`src/rtl/b64d_pkg.sv`:
```
// ----------------------------------------------------------------------------
// Base64 decoder package
// Shared widths, codes, item and state types, and the alphabet lookup.
// ----------------------------------------------------------------------------
package b64d_pkg;

   localparam int CHAR_BITS   = 8;
   localparam int CAP_BITS    = 12;
   localparam int SEXTET_BITS = 7;

   localparam logic [CAP_BITS-1:0]    CAP_RESET     = 12'd4095;
   localparam logic [SEXTET_BITS-1:0] ALPHABET_SIZE = 7'd64;
   localparam logic [SEXTET_BITS-1:0] CODE_PLUS     = 7'h3e;
   localparam logic [SEXTET_BITS-1:0] CODE_SLASH    = 7'h3f;
   localparam logic [SEXTET_BITS-1:0] CODE_BAD      = 7'h40;

   // Decoder state that does not depend on the count width.
   typedef struct packed {
      logic [1:0]           phase;
      logic [CHAR_BITS-1:0] partial_byte;
      logic                 stopped;
   } state_type;

   // Payload of one result item.
   typedef struct packed {
      logic [CHAR_BITS-1:0] out_byte;
      logic                 byte_valid;
      logic [CAP_BITS-1:0]  byte_count;
      logic                 halted;
      logic                 end_of_string;
   } result_type;

   // Six-bit value of a character, or CODE_BAD outside the alphabet
   // (the pad character included).
   function automatic logic [SEXTET_BITS-1:0] sextet_of(input logic [CHAR_BITS-1:0] c);
      logic [SEXTET_BITS-1:0] v;
      v = CODE_BAD;
      if (c >= 8'h41 && c <= 8'h5a) begin
         v = SEXTET_BITS'(c - 8'h41);
      end else if (c >= 8'h61 && c <= 8'h7a) begin
         v = SEXTET_BITS'(c - 8'h61 + 8'd26);
      end else if (c >= 8'h30 && c <= 8'h39) begin
         v = SEXTET_BITS'(c - 8'h30 + 8'd52);
      end else if (c == 8'h2b) begin
         v = CODE_PLUS;
      end else if (c == 8'h2f) begin
         v = CODE_SLASH;
      end
      return v;
   endfunction

endpackage

```
`src/rtl/b64d_if.sv`:
```
// ----------------------------------------------------------------------------
// Base64 decoder channels
// Valid/ready channel interfaces for characters, results and the capacity.
// ----------------------------------------------------------------------------
interface b64d_req_if;
   logic                            valid;
   logic                            ready;
   logic [b64d_pkg::CHAR_BITS-1:0]  char_in;
   logic                            last_char;

   modport source (output valid, char_in, last_char, input ready);
   modport sink   (input valid, char_in, last_char, output ready);
endinterface

interface b64d_rsp_if;
   logic                            valid;
   logic                            ready;
   logic [b64d_pkg::CHAR_BITS-1:0]  out_byte;
   logic                            byte_valid;
   logic [b64d_pkg::CAP_BITS-1:0]   byte_count;
   logic                            halted;
   logic                            end_of_string;

   modport source (output valid, out_byte, byte_valid, byte_count, halted, end_of_string,
                   input ready);
   modport sink   (input valid, out_byte, byte_valid, byte_count, halted, end_of_string,
                   output ready);
endinterface

interface b64d_csr_if;
   logic                            valid;
   logic                            ready;
   logic [b64d_pkg::CAP_BITS-1:0]   max_output_bytes;

   modport source (output valid, max_output_bytes, input ready);
   modport sink   (input valid, max_output_bytes, output ready);
endinterface

```
`src/rtl/b64d_step.sv`:
```
// ----------------------------------------------------------------------------
// Base64 decoder step
// Next state, next count and the result item for one character.
// ----------------------------------------------------------------------------
module b64d_step #(
   parameter int COUNT_BITS = 12
) (
   input  logic [b64d_pkg::CAP_BITS-1:0]  cap,
   input  logic [b64d_pkg::CHAR_BITS-1:0] char_in,
   input  logic                           last_char,
   input  b64d_pkg::state_type            state_cur,
   input  logic [COUNT_BITS-1:0]          count_cur,
   output b64d_pkg::state_type            state_nxt,
   output logic [COUNT_BITS-1:0]          count_nxt,
   output b64d_pkg::result_type           result
);
   import b64d_pkg::*;

   localparam int CMP_BITS = (COUNT_BITS > CAP_BITS) ? COUNT_BITS : CAP_BITS;

   localparam logic [1:0] PHASE_HIGH  = 2'd0;
   localparam logic [1:0] PHASE_SPLIT = 2'd1;
   localparam logic [1:0] PHASE_MID   = 2'd2;
   localparam logic [1:0] PHASE_LOW   = 2'd3;

   // The count is full at the capacity or at its own all-ones limit.
   function automatic logic is_full(input logic [COUNT_BITS-1:0] n,
                                    input logic [CAP_BITS-1:0]   c);
      return (CMP_BITS'(n) >= CMP_BITS'(c)) || (n == {COUNT_BITS{1'b1}});
   endfunction

   logic [SEXTET_BITS-1:0] sextet;
   logic [CHAR_BITS-1:0]   byte_val;
   logic [CHAR_BITS-1:0]   partial_nxt;
   logic                   emit;
   logic                   stop_pre;
   logic [COUNT_BITS-1:0]  count_inc;
   logic                   stop_run;
   logic [1:0]             phase_run;
   logic [CHAR_BITS-1:0]   partial_run;
   logic [COUNT_BITS-1:0]  count_run;
   logic [CMP_BITS-1:0]    count_wide;

   assign sextet    = sextet_of(char_in);
   assign stop_pre  = state_cur.stopped || is_full(count_cur, cap);
   assign count_inc = count_cur + COUNT_BITS'(1);

   always_comb begin
      byte_val    = '0;
      partial_nxt = '0;
      case (state_cur.phase)
         PHASE_HIGH: begin
            partial_nxt = {sextet[5:0], 2'b00};
         end
         PHASE_SPLIT: begin
            byte_val    = state_cur.partial_byte | {6'b0, sextet[5:4]};
            partial_nxt = {sextet[3:0], 4'b0000};
         end
         PHASE_MID: begin
            byte_val    = state_cur.partial_byte | {4'b0, sextet[5:2]};
            partial_nxt = {sextet[1:0], 6'b000000};
         end
         PHASE_LOW: begin
            byte_val    = state_cur.partial_byte | {2'b0, sextet[5:0]};
            partial_nxt = '0;
         end
         default: begin
            byte_val    = '0;
            partial_nxt = '0;
         end
      endcase
   end

   always_comb begin
      emit        = 1'b0;
      stop_run    = stop_pre;
      phase_run   = state_cur.phase;
      partial_run = state_cur.partial_byte;
      count_run   = count_cur;
      if (!stop_pre) begin
         if (sextet >= ALPHABET_SIZE) begin
            stop_run = 1'b1;
         end else begin
            phase_run   = state_cur.phase + 2'd1;
            partial_run = partial_nxt;
            if (state_cur.phase != PHASE_HIGH) begin
               emit      = 1'b1;
               count_run = count_inc;
               stop_run  = is_full(count_inc, cap);
            end
         end
      end
   end

   assign count_wide = CMP_BITS'(count_run);

   assign result.out_byte      = emit ? byte_val : '0;
   assign result.byte_valid    = emit;
   assign result.byte_count    = count_wide[CAP_BITS-1:0];
   assign result.halted        = stop_run;
   assign result.end_of_string = last_char;

   // The end of a string returns everything but the capacity to zero.
   assign state_nxt.phase        = last_char ? 2'd0 : phase_run;
   assign state_nxt.partial_byte = last_char ? '0 : partial_run;
   assign state_nxt.stopped      = last_char ? 1'b0 : stop_run;
   assign count_nxt              = last_char ? '0 : count_run;

endmodule

```
`src/rtl/base64_decoder_bounded.sv`:
```
// ----------------------------------------------------------------------------
// Bounded Base64 decoder
// Streams Base64 characters in and one result item out per character.
// ----------------------------------------------------------------------------
//
//   Channel  Dir  Contents                                        Ends at
//   -------  ---  ----------------------------------------------  ---------------
//   req      in   char_in, last_char                              valid && ready
//   rsp      out  out_byte, byte_valid, byte_count, halted, eos   valid && ready
//   csr      in   max_output_bytes (capacity, resets to 4095)     valid && ready
//
// An accepted character sits in the input register until the result register
// is free or being emptied, when the decode step updates the state and loads
// the result register, which offers the result until it is taken. One item
// per cycle is sustained while the result side does not stall; the decode
// step is the only logic between the two registers. Reset is synchronous; it
// empties both registers, clears the decoder state and returns the capacity to
// 4095. A stalled result register holds the input register, which in turn
// drops req.ready, so no item is lost or repeated under back pressure.
//
module base64_decoder_bounded #(
   parameter int COUNT_BITS = 12
) (
   input logic              clock,
   input logic              reset,
   b64d_req_if.sink         req,
   b64d_rsp_if.source       rsp,
   b64d_csr_if.sink         csr
);
   import b64d_pkg::*;

   // Input register.
   logic                  in_valid_ff, in_valid_in;
   logic [CHAR_BITS-1:0]  in_char_ff;
   logic                  in_last_ff;

   // Decoder state and the configured capacity.
   state_type             state_ff, state_in;
   logic [COUNT_BITS-1:0] count_ff, count_in;
   logic [CAP_BITS-1:0]   cap_ff;

   // Result register.
   logic                  rsp_valid_ff, rsp_valid_in;
   result_type            result_ff, result_in;

   logic                  req_take;
   logic                  step_go;

   // The step fires when a character waits and the result register is free
   // or being emptied in this same cycle.
   assign step_go   = in_valid_ff && (!rsp_valid_ff || rsp.ready);
   assign req.ready = !in_valid_ff || step_go;
   assign req_take  = req.valid && req.ready;
   assign csr.ready = 1'b1;

   assign in_valid_in  = req_take ? 1'b1 : (step_go ? 1'b0 : in_valid_ff);
   assign rsp_valid_in = step_go ? 1'b1 : (rsp.ready ? 1'b0 : rsp_valid_ff);

   b64d_step #(
      .COUNT_BITS (COUNT_BITS)
   ) u_step (
      .cap        (cap_ff),
      .char_in    (in_char_ff),
      .last_char  (in_last_ff),
      .state_cur  (state_ff),
      .count_cur  (count_ff),
      .state_nxt  (state_in),
      .count_nxt  (count_in),
      .result     (result_in)
   );

   always_ff @(posedge clock) begin
      if (reset) begin
         in_valid_ff  <= 1'b0;
         rsp_valid_ff <= 1'b0;
         state_ff     <= '0;
         count_ff     <= '0;
         cap_ff       <= CAP_RESET;
      end else begin
         in_valid_ff  <= in_valid_in;
         rsp_valid_ff <= rsp_valid_in;
         if (step_go) begin
            state_ff <= state_in;
            count_ff <= count_in;
         end
         if (csr.valid) begin
            cap_ff <= csr.max_output_bytes;
         end
      end
   end

   // Payload registers carry no reset.
   always_ff @(posedge clock) begin
      if (req_take) begin
         in_char_ff <= req.char_in;
         in_last_ff <= req.last_char;
      end
      if (step_go) begin
         result_ff <= result_in;
      end
   end

   assign rsp.valid         = rsp_valid_ff;
   assign rsp.out_byte      = result_ff.out_byte;
   assign rsp.byte_valid    = result_ff.byte_valid;
   assign rsp.byte_count    = result_ff.byte_count;
   assign rsp.halted        = result_ff.halted;
   assign rsp.end_of_string = result_ff.end_of_string;

   // A result without a decoded byte carries a zero byte.
   a_zero_byte: assert property (@(posedge clock) disable iff (reset)
      rsp_valid_ff && !result_ff.byte_valid |-> result_ff.out_byte == '0)
      else $error("result without a byte carries a nonzero byte");

   // The last character of a string leaves the decoder fully cleared.
   a_string_clear: assert property (@(posedge clock) disable iff (reset)
      step_go && in_last_ff |=> count_ff == '0 && state_ff == '0)
      else $error("state not cleared after the end of a string");

   // Once halted, decoding stays halted until the string ends.
   a_halt_sticks: assert property (@(posedge clock) disable iff (reset)
      state_ff.stopped && !(step_go && in_last_ff) |=> state_ff.stopped)
      else $error("halt released before the end of the string");

   // The input register never advances into an occupied result register.
   a_no_overrun: assert property (@(posedge clock) disable iff (reset)
      rsp_valid_ff && !rsp.ready && in_valid_ff |=> in_valid_ff && $stable(in_char_ff))
      else $error("character advanced while the result was stalled");

endmodule

```
`src/flat_wrapper.sv`:
```
// flat-port wrapper written by rule: the top's interface ports become plain ports
module base64_decoder_bounded_flat import b64d_pkg::*;
#(
   parameter int COUNT_BITS = 12
)
  (clock, reset, req_valid, req_char_in, req_last_char, req_ready, rsp_valid, rsp_out_byte, rsp_byte_valid, rsp_byte_count, rsp_halted, rsp_end_of_string, rsp_ready, csr_valid, csr_max_output_bytes, csr_ready);
  b64d_req_if req_i ();
  b64d_rsp_if rsp_i ();
  b64d_csr_if csr_i ();
  input logic clock;
  input logic reset;
  input wire logic [$bits(req_i.valid)-1:0] req_valid;
  input wire logic [$bits(req_i.char_in)-1:0] req_char_in;
  input wire logic [$bits(req_i.last_char)-1:0] req_last_char;
  output wire logic [$bits(req_i.ready)-1:0] req_ready;
  output wire logic [$bits(rsp_i.valid)-1:0] rsp_valid;
  output wire logic [$bits(rsp_i.out_byte)-1:0] rsp_out_byte;
  output wire logic [$bits(rsp_i.byte_valid)-1:0] rsp_byte_valid;
  output wire logic [$bits(rsp_i.byte_count)-1:0] rsp_byte_count;
  output wire logic [$bits(rsp_i.halted)-1:0] rsp_halted;
  output wire logic [$bits(rsp_i.end_of_string)-1:0] rsp_end_of_string;
  input wire logic [$bits(rsp_i.ready)-1:0] rsp_ready;
  input wire logic [$bits(csr_i.valid)-1:0] csr_valid;
  input wire logic [$bits(csr_i.max_output_bytes)-1:0] csr_max_output_bytes;
  output wire logic [$bits(csr_i.ready)-1:0] csr_ready;
  assign req_i.valid = req_valid;
  assign req_i.char_in = req_char_in;
  assign req_i.last_char = req_last_char;
  assign req_ready = req_i.ready;
  assign rsp_valid = rsp_i.valid;
  assign rsp_out_byte = rsp_i.out_byte;
  assign rsp_byte_valid = rsp_i.byte_valid;
  assign rsp_byte_count = rsp_i.byte_count;
  assign rsp_halted = rsp_i.halted;
  assign rsp_end_of_string = rsp_i.end_of_string;
  assign rsp_i.ready = rsp_ready;
  assign csr_i.valid = csr_valid;
  assign csr_i.max_output_bytes = csr_max_output_bytes;
  assign csr_ready = csr_i.ready;
  base64_decoder_bounded #(.COUNT_BITS(COUNT_BITS)) u_core (.clock(clock), .reset(reset), .req(req_i), .rsp(rsp_i), .csr(csr_i));
endmodule
```
`config.mk`:
```
export PLATFORM = sky130hd
export DESIGN_NAME = base64_decoder_bounded_flat
export DESIGN_NICKNAME = d
export VERILOG_FILES = /design/src/rtl/b64d_pkg.sv /design/src/rtl/b64d_if.sv /design/src/rtl/b64d_step.sv /design/src/rtl/base64_decoder_bounded.sv /design/src/flat_wrapper.sv
export SDC_FILE = /design/constraint.sdc
export NUM_CORES = 1
export LEC_CHECK = 0
export BUFFER_PORTS_ARGS = -buffer_cell sky130_fd_sc_hd__buf_2
export CAP_MARGIN = 5
export CORE_ASPECT_RATIO = 2
export CORE_MARGIN = 4
export CORE_UTILIZATION = 60
export CTS_CLUSTER_DIAMETER = 120
export DETAILED_ROUTE_END_ITERATION = 6
export PLACE_DENSITY_LB_ADDON = 0.15
export SLEW_MARGIN = 20
export SYNTH_ARGS = -nofsm -noshare
export SYNTH_HDL_FRONTEND = slang
export SYNTH_HIERARCHICAL = 1
export SYNTH_SLANG_ARGS = --single-unit
```
`constraint.sdc`:
```
create_clock -name clock -period 3.29 [get_ports clock]
set_input_delay 0.329 -clock clock [delete_from_list [all_inputs] [get_ports clock]]
set_output_delay 0.329 -clock clock [all_outputs]
set_load 0.01 [all_outputs]
```
## After elaboration in Yosys (flattened, before gate mapping)

Cells that the tools add are included.
Widths: inputs -> output; s select.

| storage, ports and cells | value |
|---|---|
| register bits | 69 |
| input bits | 26 |
| output and inout port bits | 26 |

| cells by class | value |
|---|---|
| add/sub/neg operators | 7 |
| magnitude comparators | 9 |
| eq/ne operators | 9 |
| muxes and demuxes | 28 |
| bitwise gates (word level) | 3 |
| reduce and logical (&&, ||, !) cells | 17 |

Operators with widths:

| cell | count |
|---|---|
| $mux 12 | 4 |
| $mux 7 | 5 |
| $pmux 8 s4 | 1 |
| $eq 12x12->1 const B | 2 |
| $ge 12x12->1 | 2 |
| $mux 8 | 3 |
| $pmux 8 s3 | 1 |
| $eq 8x6->1 const B | 2 |
| $ge 8x7->1 const B | 2 |
| $le 8x7->1 const B | 2 |
| $sub 7x7->7 const B | 2 |
| $add 12x1->12 const B | 1 |
| $mux 1 | 11 |
| $ge 8x6->1 const B | 1 |
| $le 8x6->1 const B | 1 |
| $or 8x2->8 | 1 |
| $or 8x4->8 | 1 |
| $or 8x6->8 | 1 |
| $add 7x5->7 const B | 1 |
| $add 7x6->7 const B | 1 |
| $ge 7x7->1 const B | 1 |
| $sub 7x6->7 const B | 1 |
| $mux 2 | 3 |
| $reduce_bool 2->1 | 3 |
| other kinds (9) | 20 |

## Logic depth before layout (Yosys ltp)

Gate-level depths: netlist (run 1).

| logic depth | value |
|---|---|
| depth in word-level cells | 10 |
| mapped depth | 15 |

## By module

Netlist (run 1), hierarchy kept.

By module, submodules not included:

| module | instances | cells an instance | area each (um2) | sequential area each (um2) |
|---|---|---|---|---|
| base64_decoder_bounded | 1 | 183 | 2,544.9 | 1,701.6 |
| b64d_step | 1 | 315 | 2,147.1 | 0.0 |

## Worst setup path before layout (run 1)

Ideal clock, no wire load.

| path | value |
|---|---|
| path type | register to register |
| start | register u_core.in_char_ff[2] |
| end | register u_core/state_ff[7] (netlist name) |
| setup time | 72 ps |
| arrival | 2,662 ps |
| required time | 3,218 ps |
| slack | 556 ps |
| cell stages (with the launch flop) | 14 |
| buffers on the path | 2 |
| clock period less this slack | 2,734 ps |
| cell sequence | edfxtp_1 buf_6 inv_2 ha_1 buf_6 a21oi_2 a41oi_2 a211oi_4 mux2_2 o22ai_1 a221oi_1 o41ai_2 nand2b_1 mux2i_1 |

RTL lines:

| item | RTL line | text |
|---|---|---|
| start: declaration | base64_decoder_bounded.sv:34 | `logic [CHAR_BITS-1:0] in_char_ff;` |
| start signal: assignment | base64_decoder_bounded.sv:95 | `in_char_ff <= req.char_in;` |
| end signal: assignment | base64_decoder_bounded.sv:83 | `state_ff <= state_in;` |
| end: declaration | base64_decoder_bounded.sv:38 | `state_type state_ff, state_in;` |

## Worst setup path in the final report (run 1)

| path | value |
|---|---|
| start | register u_core.in_char_ff[3] |
| end | register u_core.count_ff[5] |

| on the way | value |
|---|---|
| cells in the longest elaborated chain, start to end | 10 |

RTL lines:

| item | RTL line | text |
|---|---|---|
| parallel branches: the longest is 5 deep, another holds $sub 7x6->7 | n/a |  |
| $mux 7 * | b64d_pkg.sv:38 | `if (c >= 8'h41 && c <= 8'h5a) begin` |
| $ge 7x7->1 * | b64d_step.sv:81 | `if (sextet >= ALPHABET_SIZE) begin` |
| $mux 12 * | b64d_step.sv:81 |  |
| $mux 12 * | b64d_step.sv:80 | `if (!stop_pre) begin` |
| $mux 12 * | b64d_step.sv:107 | `assign count_nxt = last_char ? '0 : count_run;` |
| named net u_core.count_in[5] | base64_decoder_bounded.sv:39 | `logic [COUNT_BITS-1:0] count_ff, count_in;` |
| end signal: assignment | base64_decoder_bounded.sv:84 | `count_ff <= count_in;` |
| end: declaration | base64_decoder_bounded.sv:39 |  |

Mark *: on every way through the listed nets, which the timed path passes.
A chain may end at the register's enable or synchronous reset.

==> metrics.txt, run 1 <==
Hold Path End u_core/in_char_ff[0]; Die Height 133.1 um; first-pass iteration count of the detailed router 7; Slew @ Worst Pin 0.8466 ns; Routability Congestion 0.9482; nets about 600; Synth cell types 64; H-Tree Depth 3; Vias/cell 6.003; CP max FO 14; Layout Area Growth over Synthesis 11.97%; post-synthesis xor/xnor area fraction 0.02427; Synth Instances 498; max cap viols 0; # port buffers 50; Leak ~2.2 nW; cts bufs inserted 9; ys async rst share 0; Ant. Diodes 0; number of post-CTS setup repair buffers 0; count leader, synth nand2b_1; Final ANT Viol Nets 0; period utilization 0.9267; Seq/Total Area, Yosys 0.3627; post-synthesis compound-gate area fraction 0.1741; Max Clock Skew around 0.0058 ns; RR Startpoint u_core/in_char_ff[3]; multiplexer area fraction after synthesis 0.05147; R2R Path End u_core/count_ff[5]; syn avg cell area 9.422 sq um; die area 0.009385 sq mm; Post-CTS Hold Buffers 0; gr usage total 0.2319; adder-cell share of the synthesized area 0.1040; hold path depth 1; flop2flop setup slack around 0.24 ns; largest cells by area after synthesis edfxtp_1 20%, dfxtp_1 16%, ha_1 10%; clock buffer depth 2; CTS sink count 69; DPL Wire Length 7.933 mm; initial antenna violation count 0; slowest stage delay, CP 0.53 ns; Worst-path clk slew about 0.06 ns; syn_nets 563; PwrDens 404.7 mW/mm^2; Initial Utilization 0.6173; CORE AREA 0.007601 sq mm; Peak supply drop 375.9 uV; Main synth FF type dfxtp_1; crit-path cells ha_1 > a21oi_2 > a41oi_2 > a211oi_4 > a211o_4 > nand4_4 > buf_4 > or3_1 > a21oi_1 > nand2b_1 > mux2i_1; crit path buf inv count 1; fraction of layout instances using a drive strength above 1 0.1746; CP startpoint kind register; drt wl/cell roughly 17 um; Worst Path Arrival 3.30 ns; #FFs+latches synth 69; slew margin rel. 0.4356; Setup CP Type register to register; HP Start req_char_in[0]; Tmin final 3.049 ns; first-pass GRT wire length approximately 17 mm; max-slew violations 0; Initial DRC Count 300; share of the synthesized area in the top cell type 0.2048; Top-Level Pins between 50 and 60; Yosys top cell by area edfxtp_1; DP Area 0.004936 sq mm; Die Width 70.53 um; YS warnings 6; final setup fails 0; CTS tree built; std cell rows 45; unrepaired setup endpoints after global routing false; WP data required 3.54 ns; simple-gate share of the synthesized area 0.2192; mapped cell area 0.004692 sq mm; Post-synth EDFFs 32; worst min path class input pin to register; via count around 3,800; final hold vios 0; Final Cell Area around 0.0053 sq mm; final wirelength 10.80 mm; GRT Residual Overflow 0; R2R depth 11; CTS root buf clkbuf_16; Crit-path slowest cell edfxtp_1; clock latency on the worst-skew pair between 0.3 and 0.4 ns; endpoint type of the worst setup path register; delay-heaviest family, CP compound AO/OA/AOI/OAI gates; commonest cells in the netlist 51 x nand2b_1, 39 x ha_1, 37 x dfxtp_1; largest net degree at the start of global routing 61; outcome finished, final reports clean; DRC viols 0; fmax 0.3280 GHz; vias in the first global route between 3,000 and 4,000; total negative slack 0 ns; largest family of logic cells by synthesized area simple AND/OR/NAND/NOR gates
-- stage by stage --
step                hold WS [ns]    util  setup WS [ns]  power (mW)  std cells
floorplan                 0.4279       -         0.5560       1.137        498
global placement          0.4613  0.6494         0.2789       1.190        622
detailed placement        0.4790  0.6494         0.1705       1.197        622
CTS                       0.1566  0.6881         0.1212       2.145        638
global route              0.1566  0.6912        0.01740       2.212        638
finish                    0.1686  0.6912         0.2410       2.126        638
-- power by group --
group / internal (mW) / switching (mW) / leakage, nW / total, mW
Clock: 0.586 / 0.355 / 0.142 / 0.941
Sequential: 0.931 / 0.0187 / 0.603 / 0.949
Combinational: 0.0972 / 0.139 / 1.44 / 0.236
-- timing repair --
item	4_1_cts	5_1_grt
setup endpoints to repair	0	8
gates resized for setup	0	6
endpoints found under the hold margin	0	0
-- sequential cells by signal, indices dropped and copies added (netlist names) --
signal / flops
u_core/rsp.halted: 1
u_core/rsp.valid: 1
u_core/in_valid_ff: 1
u_core/rsp.end_of_string: 1
u_core/in_char_ff: 8
u_core/state_ff: 11
u_core/rsp.byte_count: 12
u_core/cap_ff: 12
u_core/count_ff: 12
u_core/in_last_ff: 1
u_core/rsp.out_byte: 8
u_core/rsp.byte_valid: 1
-- layout make-up --
class | count | area, sq um
Multi-Input combinational cell | 374 | 2721
Clock inverter | 6 | 65.06
Sequential cell | 69 | 1702
Tap cell | 94 | 117.6
Inverter | 25 | 93.84
Fill cell | 628 | 2347
Timing Repair Buffer | 60 | 325.3
Clock buffer | 10 | 229.0
-- routing by layer --
layer | routed length (um) | vias up | GRT usage
met5 | 0 | - | 0
met4 | 445 | 0 | 0.1370
met3 | 453 | 31 | 0.04715
met2 | 6078 | 153 | 0.4431
met1 | 3821 | 1775 | 0.2177
li1 | - | 1871 | -
-- cells by family (layout without fill, tap and decap cells) --
logic type	Yosys count	in the layout
and+or+nand+nor	182	182
AOI/OAI and AO/OA	115	115
DFF	69	69
buffers and inverters	55	101
adders and majority gates	39	39
muxes	24	24
xor gates and xnor gates	13	13
other	1	1
-- how the worst max path moves through the flow --
stage / end / from / slack [ns] / cells after the start
2_1_floorplan: u_core/state_ff[7] / u_core/in_char_ff[2] / 0.56 / 13
3_3_place_gp: u_core/count_ff[5] / u_core/in_char_ff[0] / 0.28 / 12
3_5_place_dp: u_core/count_ff[5] / u_core/in_char_ff[0] / 0.17 / 12
4_1_cts: u_core/count_ff[5] / u_core/in_char_ff[0] / 0.12 / 12
5_1_grt: u_core/count_ff[5] / u_core/in_char_ff[0] / 0.02 / 12
6_report: u_core/count_ff[5] / u_core/in_char_ff[3] / 0.24 / 11
-- placed cells by master, fill, tap and decap left out, types with 4 or more instances in the layout --
cell,n
a211o_1,13
buf_4,10
buf_2,50
or3_1,10
mux2i_1,23
clkbuf_16,9
a31oi_1,8
xnor2_1,12
nor2_1,19
nor3_1,5
dfxtp_1,37
a21oi_1,21
inv_1,23
edfxtp_1,32
and3_1,6
o21a_1,4
nand2_1,34
nand2b_1,51
a221oi_1,5
o21ai_0,31
ha_1,38
nand3_1,17
nand3b_1,4
nor2b_1,19
Note: power is estimated with default switching activity, not from simulation.
==> run 2, diff against run 1 <==
CORE_UTILIZATION = 59   (was 60)
==> run 2 against run 1 <==
Register-to-register slack lost 0.02 ns. Maximum frequency shrank 0.53%. Cell count grew 0.63%. Critical endpoint is now u_core/count_ff[7]. Sequential power is essentially flat. Die area grew 1.5%. Critical path depth is the same.
==> metrics.txt, run 2 (synthesis gave the netlist of run 1 again) <==
CTS tree built; drt wl/cell 17.23 um; max cap viols 0; first-pass iteration count of the detailed router 4; GRT Residual Overflow 0; crit-path cells ha_1 > a21oi_2 > a41oi_2 > a211oi_4 > a211o_4 > nand4_2 > buf_4 > or3_1 > a21oi_1 > nand2b_1 > mux2i_1; largest net degree at the start of global routing 61; WP data required around 3.6 ns; final wirelength 11.06 mm; met2 Track Usage GR 0.4498; Die Height 134.1 um; worst min path class input pin to register; DRC viols 0; R2R depth 11; Leak 2.201 nW; R2R Path End u_core/count_ff[7]; Worst Setup EP u_core/count_ff[7]; DPL Wire Length 8.234 mm; Final ANT Viol Nets 0; Crit-path slowest cell edfxtp_1; unrepaired setup endpoints after global routing true; cts bufs inserted 9; vias in the first global route roughly 4,000; Initial DRC Count ~200; total negative slack 0 ns; nets 608; fraction of layout instances using a drive strength above 1 0.1752; commonest non-fill, non-tap cells in the layout 51 x nand2b_1, 50 x buf_2, 39 x ha_1, 37 x dfxtp_1, 34 x nand2_1; Die Width 71.06 um; Power Total 2.138 mW; die area 0.009530 sq mm; gr usage total 0.2442; Post-CTS Hold Buffers 0; CORE AREA 0.007657 sq mm; slew margin rel. 0.3876; via count roughly 3,900; clock latency on the worst-skew pair 0.33 ns; GR peak layer met2; outcome finished, final reports clean; endpoint type of the worst setup path register; Initial Utilization 0.6127; Vias/cell 6.065; RR Startpoint u_core/in_char_ff[3]; final hold vios 0; number of post-CTS setup repair buffers 0; slowest stage delay, CP 0.51 ns; period utilization 0.9317; Ant. Diodes 0; Layout Area Growth over Synthesis 12.13%; H-Tree Depth 3; CTS root buf clkbuf_16; Setup CP Type register to register; CP max FO 21; Top-Level Pins 52; Peak supply drop 343.2 uV; Routability Congestion 0.9014; hold path depth 1; fmax about 0.33 GHz; Worst-path clk slew 0.06 ns; PwrDens a little over 400 mW/mm^2; std cell rows 45; Critical path origin u_core/in_char_ff[3]; Slew @ Worst Pin between 0.9 and 1 ns; max-slew violations 0; flop2flop setup slack 0.22 ns; Max Clock Skew 0.007608 ns; most common cell after layout, fill and taps aside nand2b_1; setup ws final between 0.2 and 0.25 ns; CP startpoint kind register; first-pass GRT wire length about 18 mm; clock buffer depth 2; worst slack, placed between 0.2 and 0.25 ns; Worst Path Arrival 3.32 ns; Tmin final 3.065 ns; # port buffers 50; initial antenna violation count 0; M1 GR Usage 0.2372; CTS sink count 69; met3 GRT Util 0.04726; final setup fails 0
run 2: layer usage:
metal	up-vias	part of all wire
met3	45	0.039
met1	1833	0.36
met2	137	0.55
met5	-	0
met4	0	0.049
li1	1879	-
run 2: cell type report:
class / instances / area, sq um
Fill cell: 629 / 2396
Timing Repair Buffer: 64 / 355.3
Inverter: 25 / 93.84
Clock inverter: 6 / 65.06
Multi-Input combinational cell: 374 / 2699
Clock buffer: 10 / 229.0
Tap cell: 94 / 117.6
Sequential cell: 69 / 1702
run 2: through the flow:
step                  util  instance area (sq um)  cells  hold WS (ns)
floorplan                -                   4692    498        0.4279
global placement    0.6485                   4966    626        0.4621
detailed placement  0.6485                   4966    626        0.4751
CTS                 0.6869                   5260    642        0.1580
global route        0.6871                   5261    642        0.1480
finish              0.6871                   5261    642        0.1681
run 2: worst min-delay path by stage:
stage,from,end,slack (ns)
floorplan,req_char_in[0],u_core/in_char_ff[0],0.43
global placement,u_core/state_ff[0],u_core/state_ff[0],0.46
detailed placement,u_core/state_ff[0],u_core/state_ff[0],0.48
CTS,req_char_in[2],u_core/in_char_ff[2],0.16
global route,req_char_in[7],u_core/in_char_ff[7],0.15
finish,req_char_in[7],u_core/in_char_ff[7],0.17
run 2: power breakdown:
part           internal, mW  switching [mW]  total [mW]
clock network         0.586           0.362       0.948
registers             0.930          0.0204       0.951
logic                 0.101           0.138       0.239
run 2: critical path, delay by kind of cell, from the launching register on:
kind	cells	cell delay (ns)
compound gates	5	1.10
fa+ha+maj	1	0.35
buf+inv	1	0.29
flops	1	0.51
mux	1	0.13
simple gates	3	0.62
run 2: repair_timing:
item                       CTS  global route
setup endpoints to repair    0             5
hold endpoints to repair     0             0
gates resized for setup      0             1
